--- config.mk ---
export PLATFORM = sky130hd
export DESIGN_NAME = lzad_ctrl
export DESIGN_NICKNAME = d
export VERILOG_FILES = /design/src/rtl/lzad_pkg.sv /design/src/rtl/lzad_ctrl.sv
export SDC_FILE = /design/constraint.sdc
export NUM_CORES = 1
export LEC_CHECK = 0
export BUFFER_PORTS_ARGS = -buffer_cell sky130_fd_sc_hd__clkbuf_2
export CAP_MARGIN = 15
export CORE_ASPECT_RATIO = 0.5
export CORE_MARGIN = 8
export CORE_UTILIZATION = 24
export DETAILED_ROUTE_END_ITERATION = 10
export MAX_ROUTING_LAYER = met4
export PLACE_DENSITY_LB_ADDON = 0.12
export SKIP_CTS_REPAIR_TIMING = 1
export SLEW_MARGIN = 20
export SYNTH_ARGS = -nofsm -noshare
export SYNTH_HDL_FRONTEND = slang
export SYNTH_SLANG_ARGS = --single-unit
--- constraint.sdc ---
create_clock -name clk -period 6.5 [get_ports clk]
set_clock_uncertainty 0.2 [all_clocks]
set_input_delay 1.3 -clock clk [delete_from_list [all_inputs] [get_ports clk]]
set_output_delay 1.3 -clock clk [all_outputs]
set_load 0.01 [all_outputs]
--- src/rtl/lzad_pkg.sv ---
package lzad_pkg;

	localparam int NUM_PROBS = 803;
	localparam int PROB_AW   = 10;
	localparam int PROB_W    = 12;

	localparam logic [PROB_W-1:0] PROB_INIT = 12'd1024;
	localparam logic [PROB_W-1:0] PROB_ONE  = 12'd2048;

	localparam logic [PROB_AW-1:0] M_CODE = 10'd0;
	localparam logic [PROB_AW-1:0] M_PREV = 10'd2;
	localparam logic [PROB_AW-1:0] M_LOW  = 10'd3;
	localparam logic [PROB_AW-1:0] M_LIT  = 10'd35;
	localparam logic [PROB_AW-1:0] M_G0   = 10'd291;
	localparam logic [PROB_AW-1:0] M_G1   = 10'd547;

	localparam logic [31:0] FAR_OFFSET  = 32'd2048;
	localparam logic [31:0] NEAR_OFFSET = 32'd96;

	localparam logic [1:0] STAT_OK      = 2'd0;
	localparam logic [1:0] STAT_STARVED = 2'd1;
	localparam logic [1:0] STAT_BAD_OFS = 2'd2;
	localparam logic [1:0] STAT_FULL    = 2'd3;

	typedef struct packed {
		logic       opcode;
		logic [7:0] in_byte;
	} in_item_t;

	typedef struct packed {
		logic [7:0] out_byte;
		logic       out_valid;
		logic       stream_end;
		logic [1:0] status;
	} out_item_t;

	typedef enum logic [3:0] {
		PH_PRE0   = 4'd0,
		PH_PRE1   = 4'd1,
		PH_PRE2   = 4'd2,
		PH_PRE3   = 4'd3,
		PH_CODE   = 4'd4,
		PH_LIT    = 4'd5,
		PH_PREV   = 4'd6,
		PH_G0A    = 4'd7,
		PH_G0B    = 4'd8,
		PH_LOW    = 4'd9,
		PH_G1A    = 4'd10,
		PH_G1B    = 4'd11,
		PH_COPY   = 4'd12,
		PH_END    = 4'd13,
		PH_LOWFIN = 4'd14
	} phase_t;

	typedef enum logic [2:0] {
		ACT_PRELOAD,
		ACT_BIT,
		ACT_LOWFIN,
		ACT_COPY,
		ACT_END
	} act_t;

	typedef enum logic [4:0] {
		CMD_NONE,
		CMD_CLR,
		CMD_LATCH,
		CMD_PUSH,
		CMD_FIN_OK,
		CMD_STARVE,
		CMD_PRELOAD,
		CMD_NORM,
		CMD_MUL,
		CMD_UPD,
		CMD_APPLY,
		CMD_LOWFIN,
		CMD_COPY,
		CMD_OUT
	} cmd_t;

	typedef enum logic [3:0] {
		S_CLEAR,
		S_IDLE,
		S_DECIDE,
		S_PUSH,
		S_DISPATCH,
		S_PRELOAD,
		S_NORM,
		S_MUL,
		S_UPD,
		S_APPLY,
		S_COPY,
		S_DONE
	} state_t;

	typedef struct packed {
		cmd_t cmd;
	} ctl_t;

	typedef struct packed {
		logic clr_done;
		logic op_pull;
		act_t act;
		logic need_norm;
		logic fifo_empty;
		logic done;
		logic out_free;
	} sts_t;

endpackage

--- src/rtl/lzad_ctrl.sv ---
module lzad_ctrl (
	input  logic           clk,
	input  logic           arst_n,
	input  logic           in_valid,
	output logic           in_stall,
	input  lzad_pkg::sts_t sts,
	output lzad_pkg::ctl_t ctl
);

	lzad_pkg::state_t state_q, state_d;

	always_ff @(posedge clk or negedge arst_n) begin
		if (!arst_n) begin
			state_q <= lzad_pkg::S_CLEAR;
		end else begin
			state_q <= state_d;
		end
	end

	always_comb begin
		state_d  = state_q;
		ctl.cmd  = lzad_pkg::CMD_NONE;
		in_stall = 1'b1;
		unique case (state_q)
			lzad_pkg::S_CLEAR: begin
				ctl.cmd = lzad_pkg::CMD_CLR;
				if (sts.clr_done) begin
					state_d = lzad_pkg::S_IDLE;
				end
			end
			lzad_pkg::S_IDLE: begin
				in_stall = 1'b0;
				if (in_valid) begin
					ctl.cmd = lzad_pkg::CMD_LATCH;
					state_d = lzad_pkg::S_DECIDE;
				end
			end
			lzad_pkg::S_DECIDE: begin
				state_d = sts.op_pull ? lzad_pkg::S_DISPATCH : lzad_pkg::S_PUSH;
			end
			lzad_pkg::S_PUSH: begin
				ctl.cmd = lzad_pkg::CMD_PUSH;
				state_d = lzad_pkg::S_DONE;
			end
			lzad_pkg::S_DISPATCH: begin
				if (sts.done) begin
					state_d = lzad_pkg::S_DONE;
				end else begin
					unique case (sts.act)
						lzad_pkg::ACT_END: begin
							ctl.cmd = lzad_pkg::CMD_FIN_OK;
							state_d = lzad_pkg::S_DONE;
						end
						lzad_pkg::ACT_PRELOAD: begin
							if (sts.fifo_empty) begin
								ctl.cmd = lzad_pkg::CMD_STARVE;
								state_d = lzad_pkg::S_DONE;
							end else begin
								state_d = lzad_pkg::S_PRELOAD;
							end
						end
						lzad_pkg::ACT_BIT: begin
							if (!sts.need_norm) begin
								state_d = lzad_pkg::S_MUL;
							end else if (sts.fifo_empty) begin
								// stop at this bit boundary, resume on a later pull
								ctl.cmd = lzad_pkg::CMD_STARVE;
								state_d = lzad_pkg::S_DONE;
							end else begin
								state_d = lzad_pkg::S_NORM;
							end
						end
						lzad_pkg::ACT_LOWFIN: begin
							ctl.cmd = lzad_pkg::CMD_LOWFIN;
						end
						lzad_pkg::ACT_COPY: begin
							state_d = lzad_pkg::S_COPY;
						end
						default: begin
							state_d = lzad_pkg::S_DISPATCH;
						end
					endcase
				end
			end
			lzad_pkg::S_PRELOAD: begin
				ctl.cmd = lzad_pkg::CMD_PRELOAD;
				state_d = lzad_pkg::S_DISPATCH;
			end
			lzad_pkg::S_NORM: begin
				ctl.cmd = lzad_pkg::CMD_NORM;
				state_d = lzad_pkg::S_MUL;
			end
			lzad_pkg::S_MUL: begin
				ctl.cmd = lzad_pkg::CMD_MUL;
				state_d = lzad_pkg::S_UPD;
			end
			lzad_pkg::S_UPD: begin
				ctl.cmd = lzad_pkg::CMD_UPD;
				state_d = lzad_pkg::S_APPLY;
			end
			lzad_pkg::S_APPLY: begin
				ctl.cmd = lzad_pkg::CMD_APPLY;
				state_d = lzad_pkg::S_DISPATCH;
			end
			lzad_pkg::S_COPY: begin
				ctl.cmd = lzad_pkg::CMD_COPY;
				state_d = lzad_pkg::S_DONE;
			end
			lzad_pkg::S_DONE: begin
				if (sts.out_free) begin
					ctl.cmd = lzad_pkg::CMD_OUT;
					state_d = lzad_pkg::S_IDLE;
				end
			end
			default: begin
				state_d = lzad_pkg::S_CLEAR;
			end
		endcase
	end

endmodule

==> results.md <==
- EDFF count, synth: 0
- Critical path's largest stage delay: 510 ps
- Hold path start: state_q[2]
- Post-Syn Nets: ~110
- Fraction of registers with async set/reset: 1.00
- DRT Wirelength: 1.91 mm
- Sw frac: 0.497
- Hold Worst Slack: 382 ps
- CTS Root Buffer Type: clkbuf_8
- Vias in the first global route: ~660
- Rows: 13
- Synthesized instance count: 90
- Regs by FF count: state_q x4
- Yosys reg bits: 4
- Fin nets: around 120
- Yosys warnings: 0
- Layout cells sized above 1: 0.221
- Ys flop type: dfrtp_1
- Peak VDD IR: approximately 0.000096 V
- Fin. Hold Viols: 0
- Clock power frac: 0.155
- TritonCTS Buffers: 3
- DR WL/cell: 13.5 µm
- Worst-path fanout max: 5
- Vias per cell: approximately 4.9
- Num ports: 18
- Reg power frac: 0.197
- Slew Viols, Final: 0
- Average size of a mapped cell: ~7 µm²
- Psw: 0.168 mW
- Max Fclk: 0.237 GHz
- Endpoint class of the critical path: output port
- Critical Path RT: 5000 ps
- Clock slew at reported path FFs: roughly 30 ps
- Worst R2R Start: state_q[3]
- RSZ-0062 raised after global routing: no
- Antenna cells: 0
- Period Utilization, post-route: 0.649
- Largest net degree at the start of global routing: 16
- Antenna Nets Post-Route: 0
- Die area: 4610 µm²
- Die W: roughly 88 µm
- Port Buffer Count: 16
- Clk_lat worst skew: 220 ps
- WP data arrival: 2720 ps
- Residual DRC: 0
- Slack of the worst reg-to-reg path: 3930 ps
- Most frequent cells after synthesis: nor2_1 (14), nand2_1 (9), o21ai_0 (7)
- RePlAce Congestion: roughly 0.76
- Outcome: completed
- P_int: around 0.17 mW
- Setup TNS: 0 ps
- Critical-path top delay cell: or4b_4
- Critical Path Source Type: input port
- Synth area leader: dfrtp_1
- First-pass GRT wire length: 3.15 mm
- CP Cell Sequence: clkbuf_2 > or4b_4 > or4_4 > a31oi_1 > clkbuf_2
- Clk sinks: 4
- Critical path class: input port to output port
- Most numerous cell in the Yosys netlist: nor2_1
- Leakage: between 0.3 and 0.4 nW
- DP HPWL: 1.45 mm
- Combinational fraction of design power: 0.648
- # setup viols final: 0
- CTS tree: yes
- DRT met1 WL: roughly 1.1 mm
- CP Buf/Inv Count: 2
- Max FFs per register: 4
- Cell variety after synth: 34
- Largest cells by area after synthesis: dfrtp_1 (16%), nor2_1 (8.4%), ha_1 (8.0%)
- Syn-to-layout area delta: 23.1%
- Min-delay worst type: flop to flop
- Initial Utilization: 0.248
- Max-Cap Viols: 0
- Register area share after synthesis: 0.159
- Gr usage total: 0.0889
- Most frequent CP cell: clkbuf_2
- CP delay by family, top: simple AND/OR/NAND/NOR gates
- Metal2 WL: 776 µm
- H-Tree Depth: 1
- Die height: 52.2 µm
- DR top layer: met4
- Routed wl met3: 68 µm
- Synthesized cell area: 628 µm²
- Vias: 688
- Core area: between 2000 and 3000 µm²
- Detailed Route Iter0 Violations: 103
- Initial DRT Pass Iterations: 4
- Worst setup path start: sts[1]
- CTS max path bufs: 2
- Share of the synthesized area in the top cell type: 0.159
- Most flops, register: state_q
- Pwr Density: between 400 and 500 nW/µm²
- Grt ovf: 0
- Initial antenna violation count: 0
- Minimum clock period: ~4200 ps
-- routing by layer --
metal / GRT usage / vias up
met5: - / -
met4: 0.0166 / 0
met3: 0.0188 / 3
met2: 0.127 / 16
met1: 0.125 / 311
li1: - / 358
-- power by group through the flow --
stage | logic (mW) | registers [mW] | clock network, mW
2_1_floorplan | 0.177 | 0.0461 | 0
3_3_place_gp | 0.223 | 0.0673 | 0
3_5_place_dp | 0.218 | 0.0660 | 0
4_1_cts | 0.220 | 0.0657 | 0.0532
5_1_grt | 0.248 | 0.0696 | 0.0567
6_report | 0.219 | 0.0665 | 0.0525
-- per-stage QoR --
stage / std cells / cell area, µm² / power (mW) / util / setup WS [ps]
2_1_floorplan: 90 / 628 / 0.223 / - / 2520
3_3_place_gp: 138 / 732 / 0.291 / 0.288 / 2310
3_5_place_dp: 138 / 732 / 0.284 / 0.288 / 2290
4_1_cts: 141 / 773 / 0.338 / 0.305 / 2290
5_1_grt: 141 / 773 / 0.375 / 0.305 / 2210
6_report: 141 / 773 / 0.338 / 0.305 / 2280
-- cell families (layout without fill, tap and decap cells) --
logic type      Yosys count  in the layout  share of synthesized area
flops                     4              4                      0.159
buf+inv                  11             25                     0.0717
fa+ha+maj                 4              4                     0.0797
simple gates             37             37                      0.313
other cells               1              1                    0.00597
compound gates           32             32                      0.355
mux                       1              1                     0.0159
-- path summary, 6_finish.rpt --
kind                       cells past startpoint    endpoint
setup / recovery                               5      ctl[3]
hold / removal                                 1  state_q[2]
setup reg to reg                               7  state_q[3]
hold reg to reg                                1  state_q[2]
max in group asynchronous                      1  state_q[1]
min in group asynchronous                      1  state_q[2]
-- cell type report --
cell class / instances / area (µm²)
Inverter: 6 / 22.5
Tap cell: 37 / 46.3
Multi-Input combinational cell: 75 / 483
Timing Repair Buffer: 16 / 80.1
Clock buffer: 3 / 41.3
Sequential cell: 4 / 100
Fill cell: 286 / 1760
-- worst reg2reg max path: cells and delay by family, from the launching register on --
kind / cells / cell delay, ps
and+or+nand+nor: 4 / 1190
buffers and inverters: 1 / 90
adders and majority gates: 1 / 390
AOI/OAI and AO/OA: 1 / 180
DFF: 1 / 410
-- cell usage in the layout (no fill, tap or decap), types with 2 or more instances in the layout --
cell      instances
inv_1             6
o221ai_1          2
dfrtp_1           4
a21oi_1           4
o211ai_1          2
ha_1              4
clkbuf_8          3
nand3_1           2
o22ai_1           3
nor3_1            2
o21ai_0           7
a31oi_1           2
nor2_1           14
nor2b_1           4
clkbuf_2         16
nand2_1           9
a22o_1            3
(Power assumes the default switching activity.)
